--- config.mk ---
export PLATFORM = sky130hd
export DESIGN_NAME = servo_status_packet_parser
export DESIGN_NICKNAME = d
export VERILOG_FILES = /design/src/hw/rtl/ssp_pkg.sv /design/src/hw/rtl/ssp_window.sv /design/src/hw/rtl/ssp_ctrl.sv /design/src/hw/rtl/servo_status_packet_parser.sv
export SDC_FILE = /design/constraint.sdc
export NUM_CORES = 1
export LEC_CHECK = 0
export BUFFER_PORTS_ARGS = -buffer_cell sky130_fd_sc_hd__buf_4
export CELL_PAD_IN_SITES_DETAIL_PLACEMENT = 1
export CELL_PAD_IN_SITES_GLOBAL_PLACEMENT = 1
export CORE_ASPECT_RATIO = 2
export CORE_MARGIN = 4
export CORE_UTILIZATION = 35
export CTS_CLUSTER_DIAMETER = 40
export DETAILED_ROUTE_END_ITERATION = 7
export PLACE_DENSITY = 0.66
export RECOVER_POWER = 25
export SETUP_SLACK_MARGIN = 0.1
export SLEW_MARGIN = 0
export SYNTH_ARGS = -nofsm -noshare
export SYNTH_HDL_FRONTEND = slang
export SYNTH_SLANG_ARGS = --single-unit
--- constraint.sdc ---
create_clock -name clk -period 7.14 [get_ports clk]
set_input_delay 0.357 -clock clk [delete_from_list [all_inputs] [get_ports clk]]
set_output_delay 0.357 -clock clk [all_outputs]
set_load 0.02 [all_outputs]
--- src/hw/rtl/ssp_pkg.sv ---
`timescale 1ns / 1ps

package ssp_pkg;

	// Receive window geometry
	localparam int WINDOW_DEPTH = 64;
	localparam int IDX_W        = $clog2(WINDOW_DEPTH);
	localparam int CNT_W        = $clog2(WINDOW_DEPTH + 1);

	// Frame format
	localparam logic [7:0] HDR_BYTE = 8'hFF;
	localparam int MIN_LEN     = 2;
	localparam int MAX_LEN     = 32;
	localparam int HDR_OVH     = 4;          // header, id, length bytes ahead of the length span
	localparam int MIN_SCAN    = 6;          // bytes held before a scan starts
	localparam int STATUS_LEN  = 4;          // shortest length that carries data
	localparam int TOT_W       = $clog2(MAX_LEN + HDR_OVH + 1);

	// Byte positions inside a frame
	localparam int POS_HDR1 = 1;
	localparam int POS_ID   = 2;
	localparam int POS_LEN  = 3;
	localparam int POS_ERR  = 4;
	localparam int POS_DATA = 5;

	// Results per received byte
	localparam int MAX_RESULTS = 8;
	localparam int RES_W       = $clog2(MAX_RESULTS + 1);

	typedef enum logic [1:0] {
		KIND_DATA   = 2'd0,
		KIND_STATUS = 2'd1,
		KIND_RESEND = 2'd2
	} kind_t;

	typedef enum logic [1:0] {
		WIN_NOP,
		WIN_CLEAR,
		WIN_PUSH,
		WIN_DROP
	} win_op_t;

	typedef struct packed {
		win_op_t          op;
		logic [CNT_W-1:0] amount;
		logic [IDX_W-1:0] rd_off;
		logic [7:0]       wdata;
	} win_cmd_t;

	typedef struct packed {
		kind_t       kind;
		logic [7:0]  id;
		logic [7:0]  err;
		logic [7:0]  accum;
		logic [31:0] raw;
		logic        last;
	} result_t;

	typedef struct packed {
		logic             idle;
		logic             pend_valid;
		logic             done;
		logic [CNT_W-1:0] count;
	} ctrl_stat_t;

	typedef enum logic [2:0] {
		ST_IDLE,
		ST_CHK,
		ST_H0,
		ST_H1,
		ST_LEN,
		ST_SUM,
		ST_EMIT,
		ST_END
	} state_t;

endpackage

--- src/hw/rtl/ssp_window.sv ---
`timescale 1ns / 1ps

module ssp_window import ssp_pkg::*; (
	input  logic             clk,
	input  logic             arst_n,
	input  win_cmd_t         cmd,
	output logic [7:0]       rd_data,
	output logic [CNT_W-1:0] count
);

	logic [7:0]       mem [WINDOW_DEPTH];
	logic [IDX_W-1:0] head_q;
	logic [CNT_W-1:0] count_q;
	logic             full;
	logic [IDX_W-1:0] wr_addr;

	// head plus offset, folded back into the ring (offset below depth)
	function automatic logic [IDX_W-1:0] wrap(input logic [IDX_W-1:0] base,
	                                          input logic [IDX_W-1:0] off);
		logic [IDX_W:0] s;
		s = {1'b0, base} + {1'b0, off};
		if (s >= (IDX_W+1)'(WINDOW_DEPTH))
			s = s - (IDX_W+1)'(WINDOW_DEPTH);
		return s[IDX_W-1:0];
	endfunction

	assign full    = (count_q == CNT_W'(WINDOW_DEPTH));
	assign wr_addr = full ? head_q : wrap(head_q, count_q[IDX_W-1:0]);
	assign count   = count_q;

	// ring pointers
	always_ff @(posedge clk or negedge arst_n) begin
		if (!arst_n) begin
			head_q  <= '0;
			count_q <= '0;
		end else begin
			unique case (cmd.op)
				WIN_CLEAR: count_q <= '0;
				WIN_PUSH: begin
					if (full)
						head_q <= wrap(head_q, IDX_W'(1));
					else
						count_q <= count_q + CNT_W'(1);
				end
				WIN_DROP: begin
					head_q <= wrap(head_q, cmd.amount[IDX_W-1:0]);
					if (cmd.amount >= count_q)
						count_q <= '0;
					else
						count_q <= count_q - cmd.amount;
				end
				default: ;
			endcase
		end
	end

	// byte store, one write and one registered read per cycle
	always_ff @(posedge clk) begin
		if (cmd.op == WIN_PUSH)
			mem[wr_addr] <= cmd.wdata;
		rd_data <= mem[wrap(head_q, cmd.rd_off)];
	end

endmodule

--- src/hw/rtl/ssp_ctrl.sv ---
`timescale 1ns / 1ps

module ssp_ctrl import ssp_pkg::*; (
	input  logic             clk,
	input  logic             arst_n,
	input  logic             in_valid,
	input  logic             in_action,
	input  logic [7:0]       in_byte,
	output logic             in_ready,
	input  logic             out_free,
	output logic             out_push,
	output result_t          out_res,
	output win_cmd_t         win_cmd,
	input  logic [7:0]       win_rd,
	input  logic [CNT_W-1:0] win_count,
	output ctrl_stat_t       stat
);

	state_t           state_q, state_d;
	logic [RES_W-1:0] n_q, n_d;
	logic [7:0]       len_q, len_d;
	logic [TOT_W-1:0] total_q, total_d;
	logic [TOT_W-1:0] cur_q, cur_d;
	logic [7:0]       sum_q, sum_d;
	logic [7:0]       id_q, id_d;
	logic [7:0]       err_q, err_d;
	logic [31:0]      raw_q, raw_d;
	logic [7:0]       sticky_q, sticky_d;
	logic             done_q, done_d;
	result_t          new_q, new_d;
	result_t          pend_q, pend_d;
	logic             pend_valid_q, pend_valid_d;

	logic [TOT_W-1:0] last_idx;
	logic [TOT_W-1:0] len_total;
	logic [31:0]      raw_full;
	logic [7:0]       sticky_or;

	assign last_idx  = total_q - TOT_W'(1);
	assign len_total = TOT_W'(win_rd) + TOT_W'(HDR_OVH);
	assign sticky_or = sticky_q | err_q;

	assign stat.idle       = (state_q == ST_IDLE);
	assign stat.pend_valid = pend_valid_q;
	assign stat.done       = done_q;
	assign stat.count      = win_count;

	// payload bytes folded into the value as they stream past
	always_comb begin
		raw_full = raw_q;
		if (cur_q == TOT_W'(POS_DATA))
			raw_full[7:0] = win_rd;
		else if (cur_q == TOT_W'(POS_DATA + 1))
			raw_full[15:8] = win_rd;
		else if (cur_q == TOT_W'(POS_DATA + 2))
			raw_full[23:16] = win_rd;
		else if (cur_q == TOT_W'(POS_DATA + 3))
			raw_full[31:24] = win_rd;
	end

	// state register
	always_ff @(posedge clk or negedge arst_n) begin
		if (!arst_n) begin
			state_q      <= ST_IDLE;
			n_q          <= '0;
			sticky_q     <= '0;
			done_q       <= 1'b0;
			pend_valid_q <= 1'b0;
		end else begin
			state_q      <= state_d;
			n_q          <= n_d;
			sticky_q     <= sticky_d;
			done_q       <= done_d;
			pend_valid_q <= pend_valid_d;
		end
	end

	// working registers
	always_ff @(posedge clk) begin
		len_q   <= len_d;
		total_q <= total_d;
		cur_q   <= cur_d;
		sum_q   <= sum_d;
		id_q    <= id_d;
		err_q   <= err_d;
		raw_q   <= raw_d;
		new_q   <= new_d;
		pend_q  <= pend_d;
	end

	// sequencer
	always_comb begin
		state_d      = state_q;
		n_d          = n_q;
		len_d        = len_q;
		total_d      = total_q;
		cur_d        = cur_q;
		sum_d        = sum_q;
		id_d         = id_q;
		err_d        = err_q;
		raw_d        = raw_q;
		sticky_d     = sticky_q;
		done_d       = done_q;
		new_d        = new_q;
		pend_d       = pend_q;
		pend_valid_d = pend_valid_q;
		in_ready     = 1'b0;
		out_push     = 1'b0;
		out_res      = pend_q;
		win_cmd.op     = WIN_NOP;
		win_cmd.amount = '0;
		win_cmd.rd_off = '0;
		win_cmd.wdata  = in_byte;

		unique case (state_q)
			ST_IDLE: begin
				in_ready = 1'b1;
				if (in_valid) begin
					if (in_action) begin
						win_cmd.op = WIN_CLEAR;
						sticky_d   = '0;
						done_d     = 1'b0;
					end else if (!done_q) begin
						win_cmd.op = WIN_PUSH;
						n_d        = '0;
						state_d    = ST_CHK;
					end
				end
			end

			ST_CHK: begin
				if (win_count >= CNT_W'(MIN_SCAN) && !done_q &&
				    n_q < RES_W'(MAX_RESULTS)) begin
					win_cmd.rd_off = '0;
					state_d        = ST_H0;
				end else begin
					state_d = ST_END;
				end
			end

			ST_H0: begin
				if (win_rd != HDR_BYTE) begin
					win_cmd.op     = WIN_DROP;
					win_cmd.amount = CNT_W'(1);
					state_d        = ST_CHK;
				end else begin
					win_cmd.rd_off = IDX_W'(POS_HDR1);
					state_d        = ST_H1;
				end
			end

			ST_H1: begin
				if (win_rd != HDR_BYTE) begin
					win_cmd.op     = WIN_DROP;
					win_cmd.amount = CNT_W'(1);
					state_d        = ST_CHK;
				end else begin
					win_cmd.rd_off = IDX_W'(POS_LEN);
					state_d        = ST_LEN;
				end
			end

			ST_LEN: begin
				if (win_rd < 8'(MIN_LEN) || win_rd > 8'(MAX_LEN)) begin
					// bad length: flush and ask for a resend
					win_cmd.op  = WIN_CLEAR;
					new_d       = '0;
					new_d.kind  = KIND_RESEND;
					new_d.accum = sticky_q;
					state_d     = ST_EMIT;
				end else if (win_count < CNT_W'(len_total)) begin
					state_d = ST_END;
				end else begin
					len_d          = win_rd;
					total_d        = len_total;
					cur_d          = TOT_W'(POS_ID);
					sum_d          = '0;
					raw_d          = '0;
					win_cmd.rd_off = IDX_W'(POS_ID);
					state_d        = ST_SUM;
				end
			end

			ST_SUM: begin
				raw_d = raw_full;
				if (cur_q == TOT_W'(POS_ID))
					id_d = win_rd;
				if (cur_q == TOT_W'(POS_ERR))
					err_d = win_rd;
				if (cur_q != last_idx) begin
					// shared adder: running byte sum
					sum_d          = sum_q + win_rd;
					cur_d          = cur_q + TOT_W'(1);
					win_cmd.rd_off = IDX_W'(cur_q + TOT_W'(1));
				end else if (~sum_q != win_rd) begin
					// checksum failure
					win_cmd.op     = WIN_DROP;
					win_cmd.amount = CNT_W'(1);
					if (len_q > 8'(STATUS_LEN)) begin
						win_cmd.op  = WIN_CLEAR;
						new_d       = '0;
						new_d.kind  = KIND_RESEND;
						new_d.accum = sticky_q;
						state_d     = ST_EMIT;
					end else begin
						state_d = ST_CHK;
					end
				end else begin
					// good frame
					win_cmd.op     = WIN_DROP;
					win_cmd.amount = CNT_W'(total_q);
					sticky_d       = sticky_or;
					new_d.id       = id_q;
					new_d.err      = err_q;
					new_d.accum    = sticky_or;
					new_d.last     = 1'b0;
					if (len_q < 8'(STATUS_LEN)) begin
						new_d.kind = KIND_STATUS;
						new_d.raw  = '0;
					end else begin
						new_d.kind = KIND_DATA;
						new_d.raw  = raw_full;
						done_d     = 1'b1;
					end
					state_d = ST_EMIT;
				end
			end

			ST_EMIT: begin
				// hold one result back until the next one shows whether it ends the run
				if (!pend_valid_q) begin
					pend_d       = new_q;
					pend_valid_d = 1'b1;
					n_d          = n_q + RES_W'(1);
					state_d      = ST_CHK;
				end else if (out_free) begin
					out_push     = 1'b1;
					out_res.last = 1'b0;
					pend_d       = new_q;
					n_d          = n_q + RES_W'(1);
					state_d      = ST_CHK;
				end
			end

			ST_END: begin
				if (!pend_valid_q) begin
					state_d = ST_IDLE;
				end else if (out_free) begin
					out_push     = 1'b1;
					out_res.last = 1'b1;
					pend_valid_d = 1'b0;
					state_d      = ST_IDLE;
				end
			end

			default: state_d = ST_IDLE;
		endcase
	end

endmodule

--- src/hw/rtl/servo_status_packet_parser.sv ---
`timescale 1ns / 1ps

// Channel   Direction  tdata (low bit up)                               tuser    tlast
// s_*       in         rx_byte[7:0]                                     action   -
// m_*       out        frame_id, frame_error, error_accum, raw_word,   kind     last
//                      position_raw, speed_signed
//
// The window memory has a single read port, which delivers one byte per cycle to the
// shared sum adder.
// Reset clears the ring pointers, counters and flags; the window memory is not cleared.
// A full output register stalls the sequencer in its emit steps; input waits meanwhile.

module servo_status_packet_parser import ssp_pkg::*; (
	input  logic        clk,
	input  logic        arst_n,
	input  logic        s_tvalid,
	output logic        s_tready,
	input  logic [7:0]  s_tdata,   // rx_byte[7:0]
	input  logic        s_tuser,   // action
	output logic        m_tvalid,
	input  logic        m_tready,
	output logic [87:0] m_tdata,   // frame_id, frame_error, error_accum, raw_word,
	                               // position_raw, speed_signed
	output logic [1:0]  m_tuser,   // kind
	output logic        m_tlast
);

	win_cmd_t         win_cmd;
	logic [7:0]       win_rd;
	logic [CNT_W-1:0] win_count;
	ctrl_stat_t       stat;
	logic             out_free;
	logic             out_push;
	result_t          out_res;
	logic             m_valid_q;
	result_t          m_res_q;
	logic [15:0]      upper;
	logic [15:0]      mag;
	logic signed [15:0] speed;

	ssp_window u_window (
		.clk     (clk),
		.arst_n  (arst_n),
		.cmd     (win_cmd),
		.rd_data (win_rd),
		.count   (win_count)
	);

	ssp_ctrl u_ctrl (
		.clk       (clk),
		.arst_n    (arst_n),
		.in_valid  (s_tvalid),
		.in_action (s_tuser),
		.in_byte   (s_tdata),
		.in_ready  (s_tready),
		.out_free  (out_free),
		.out_push  (out_push),
		.out_res   (out_res),
		.win_cmd   (win_cmd),
		.win_rd    (win_rd),
		.win_count (win_count),
		.stat      (stat)
	);

	assign out_free = !m_valid_q || m_tready;

	// output register
	always_ff @(posedge clk or negedge arst_n) begin
		if (!arst_n) begin
			m_valid_q <= 1'b0;
		end else if (out_push) begin
			m_valid_q <= 1'b1;
		end else if (m_tready) begin
			m_valid_q <= 1'b0;
		end
	end

	always_ff @(posedge clk) begin
		if (out_push)
			m_res_q <= out_res;
	end

	// sign-magnitude upper half to two's complement
	assign upper = m_res_q.raw[31:16];
	assign mag   = {1'b0, upper[14:0]};
	assign speed = upper[15] ? -$signed(mag) : $signed(mag);

	assign m_tvalid = m_valid_q;
	assign m_tuser  = m_res_q.kind;
	assign m_tlast  = m_res_q.last;
	assign m_tdata  = {speed, m_res_q.raw[15:0], m_res_q.raw, m_res_q.accum,
	                   m_res_q.err, m_res_q.id};

	// no held-back result survives into idle
	a_idle_no_pend: assert property (@(posedge clk) disable iff (!arst_n)
		stat.idle |-> !stat.pend_valid)
		else $error("result still held back while idle");

	// a data frame or resend always closes the run of results
	a_final_kinds: assert property (@(posedge clk) disable iff (!arst_n)
		m_tvalid && (m_tuser == KIND_DATA || m_tuser == KIND_RESEND) |-> m_tlast)
		else $error("data or resend result not marked last");

	// sequencer only loads the output register when it is free
	a_push_free: assert property (@(posedge clk) disable iff (!arst_n)
		out_push |-> (!m_valid_q || m_tready))
		else $error("output register overwritten");

	// window never holds more than its depth
	a_count_bound: assert property (@(posedge clk) disable iff (!arst_n)
		stat.count <= CNT_W'(WINDOW_DEPTH))
		else $error("window count out of range");

	// done blocks any further scan result until a new request
	a_done_quiet: assert property (@(posedge clk) disable iff (!arst_n)
		stat.done && $past(stat.done) && stat.idle |-> !stat.pend_valid)
		else $error("activity after data frame");

endmodule

==> flow_metrics.tcl <==
set metrics [dict create \
    clock-sinks 800 \
    fin_cells 3107 \
    cts_tree "yes" \
    clk_path_buf_depth 3 \
    timing.rr.start "u_ctrl.total_q[0]" \
    vias 16200 \
    fmax_mhz 176 \
    rows 157 \
    drt-total-wl_mm 78.6 \
    cts.repair.resized 0 \
    drc 0 \
    combPwrFrac_pct 36.3 \
    slew_headroom_pct -111 \
    period_share_pct 79.8 \
    path_clk_slew_ns 0.07 \
    dr.pass1.iters 7 \
    multi_input_area_um2 8130 \
    cp.arrival_ns 6.21 \
    hold_viol_final 0 \
    avgSynthCellArea_um2 18.7 \
    switching_power_mw 5.38 \
    synth.largest_area_cell "edfxtp_1" \
    first_iter_violations 1095 \
    antenna_found_initial 0 \
    synth_nets 1797 \
    sw_frac_of_total_pct 33.6 \
    grt_pass1_vias 18000 \
    tightestPinTransition_ns 3.17 \
    post-route-min-period_ns 5.70 \
    grt_max_degree 65 \
    routed_via_density 5.21 \
    area_growth_pct 14.2 \
    synthesis.area_um2 32400 \
    grt_usage_pct 16.0 \
    synth.distinct_cells 82 \
    dpl.hpwl_mm 53.3 \
    synthArstFlopShare_pct 3.88 \
    violations "max-capacitance violations, max-slew violations" \
    diodes 0 \
    die_h_um 438 \
    critPathCaptureType "register" \
    avgRoutedWirePerCell_um 25.3 \
    seqPwrFrac_pct 38.4 \
    dpl.cell_count 2967 \
    fin_nets 1917 \
    hp-start "m_tready" \
    gp_congestion 0.852 \
    setup-tns-final_ns 0 \
    drtAntennaViolNets 0 \
    synth_area_leaders "edfxtp_1 (71%), mux4_2 (11%), dfrtp_1 (2.4%), nor2_1 (2.2%), ha_1 (1.7%)" \
    worst-path-max-fanout 57 \
    hold_path_class "in2reg" \
    clockPowerShare_pct 25.3 \
    critical_path_class "reg2reg" \
    n_fill_cell 8790 \
    setup_viol 0 \
    utilization_pct 40.3 \
    synth_top_area_share_pct 70.6 \
    drv_cap 9 \
    layout-drive-gt1-share_pct 23.3 \
    p_int_mw 10.6 \
    p_per_area_nw_per_um2 433 \
    synth.most_common_cell "edfxtp_1" \
    worstPathRequired_ns 7.66 \
    regArea_um2 23800 \
    ioPinCount 106 \
    yosys_warnings 0 \
    leakage_nw 12.3 \
    clockRootBuffer "clkbuf_16" \
    die_w_um 223 \
    synth_edf_count 761 \
    core-area_um2 91700 \
    synthTopCellsByCount "edfxtp_1 (761), nor2_1 (194), mux4_2 (160)" \
    synth-seq-area-share_pct 73.5 \
    synth-main-ff-cell "edfxtp_1" \
    portBuffers 105 \
    synthCells 1734 \
    numCtsBuffers 76 \
    slew_viol_final 552 \
    initial_core_util_pct 35.3 \
    max-vdd-ir-drop_mv 0.405 \
    worstSetupStartpointType "register" \
    finClkSkew_ns 0.0399 \
    status "finished, violations left" \
    cp-startpoint "u_ctrl.total_q[0]" \
    die_area_um2 97700 \
    cts_max_level 3 \
    rsz0062_at_grt "false" \
    clk_latency_ns 0.66 \
    grt_pass1_wl_mm 117 \
    grt_overflow 0 \
    synth-seq-cells 800 \
]
cells in the final DEF (no fill, tap or decap), drive strengths merged, types with 8 or more instances in the layout:
| cell type | instances |
|---|---|
| dfxtp | 8 |
| xor2 | 17 |
| dfrtp | 31 |
| edfxtp | 761 |
| nor2 | 196 |
| nand2b | 14 |
| buf | 118 |
| mux2 | 8 |
| or2 | 11 |
| clkinv | 24 |
| a21oi | 42 |
| o21ai | 31 |
| a21o | 13 |
| mux2i | 53 |
| nand3 | 16 |
| nand2 | 35 |
| xnor2 | 32 |
| nor3 | 13 |
| and3 | 29 |
| ha | 45 |
| mux4 | 160 |
| clkbuf | 105 |
| inv | 43 |
layout make-up:
type | count | share of cell area, %
Tap cell | 1192 | 4.03
Clock buffer | 96 | 5.55
Sequential cell | 800 | 64.3
Inverter | 33 | 0.335
Timing Repair Buffer | 128 | 2.58
Multi-Input combinational cell | 815 | 22.0
Clock inverter | 43 | 1.17
metal layers:
layer  wire length (um)  track usage (%)  part of all wire, %
met4               4070             8.09                  5.2
met5                  0                0                    0
met3               3050             2.36                  3.9
met1              25700             16.0                   33
met2              45800             31.5                   58
state kept, by name (all words and copies together) (netlist names), 7 cells and up:
name / count
u_ctrl.id_q: 8
u_ctrl.raw_q: 32
u_ctrl.sum_q: 8
u_ctrl.new_q: 58
m_tdata: 56
u_ctrl.out_res: 58
u_ctrl.sticky_q: 8
u_window.rd_data: 8
u_window.mem: 512
u_window.count: 7
u_ctrl.err_q: 8
stage by stage:
| step | cell area, um^2 | worst slack, ns | power (mW) | hold WS [ns] |
|---|---|---|---|---|
| 2_1_floorplan | 32400 | 0.913 | 10.1 | 0.0614 |
| 3_3_place_gp | 34500 | 1.55 | 12.0 | 0.349 |
| 3_5_place_dp | 34500 | 1.42 | 12.2 | 0.356 |
| 4_1_cts | 37000 | 1.41 | 16.2 | 0.164 |
| 5_1_grt | 37000 | 1.25 | 16.7 | 0.271 |
| 6_report | 37000 | 1.44 | 16.0 | 0.215 |
power by group through the flow:
stage	Sequential [mW]	Combinational (mW)	Clock, mW
global placement	6.20	5.80	0
floorplan	6.11	4.01	0
detailed placement	6.25	5.92	0
finish	6.15	5.81	4.04
CTS	6.15	5.96	4.14
global route	6.19	6.20	4.34
kinds of logic after synthesis:
| family | after synthesis | synth area share (%) |
|---|---|---|
| buffers and inverters | 119 | 1.73 |
| and+or+nand+nor | 358 | 5.28 |
| AOI/OAI and AO/OA | 137 | 3.03 |
| xor gates and xnor gates | 49 | 1.41 |
| DFF | 800 | 73.5 |
| muxes | 221 | 13.0 |
| adders and majority gates | 50 | 2.05 |
what timing repair did:
action / 4_1_cts / 5_1_grt
hold buffers: 1 / 0
setup buffers: 0 / 0
hold endpoints to repair: 31 / 0
worst paths after layout:
kind	slack [ns]	depth (start not counted)	to
worst max-delay path	1.44	15	u_window.rd_data[0]
worst min-delay path	0.22	4	u_ctrl.pend_valid_q
worst max register to register	1.44	15	u_window.rd_data[0]
worst min register to register	0.41	0	m_tdata[52]
max in group asynchronous	5.05	2	u_window.count[2]
min in group asynchronous	0.87	2	u_ctrl.sticky_q[7]
worst max-delay path, cell delays in order, from the launching register on:
cell	delay, ns
edfxtp_1	0.46
inv_1	0.08
ha_1	0.27
o21ba_1	0.20
a221oi_2	0.31
a41oi_2	0.14
nor2_4	0.41
nor2_1	0.17
nand2_1	0.11
nand3_1	0.15
fa_4	1.40
buf_12	0.39
mux4_2	0.38
mux4_2	0.56
mux2i_1	0.33
mux2i_1	0.13
Power figures use the tool's default switching activity.
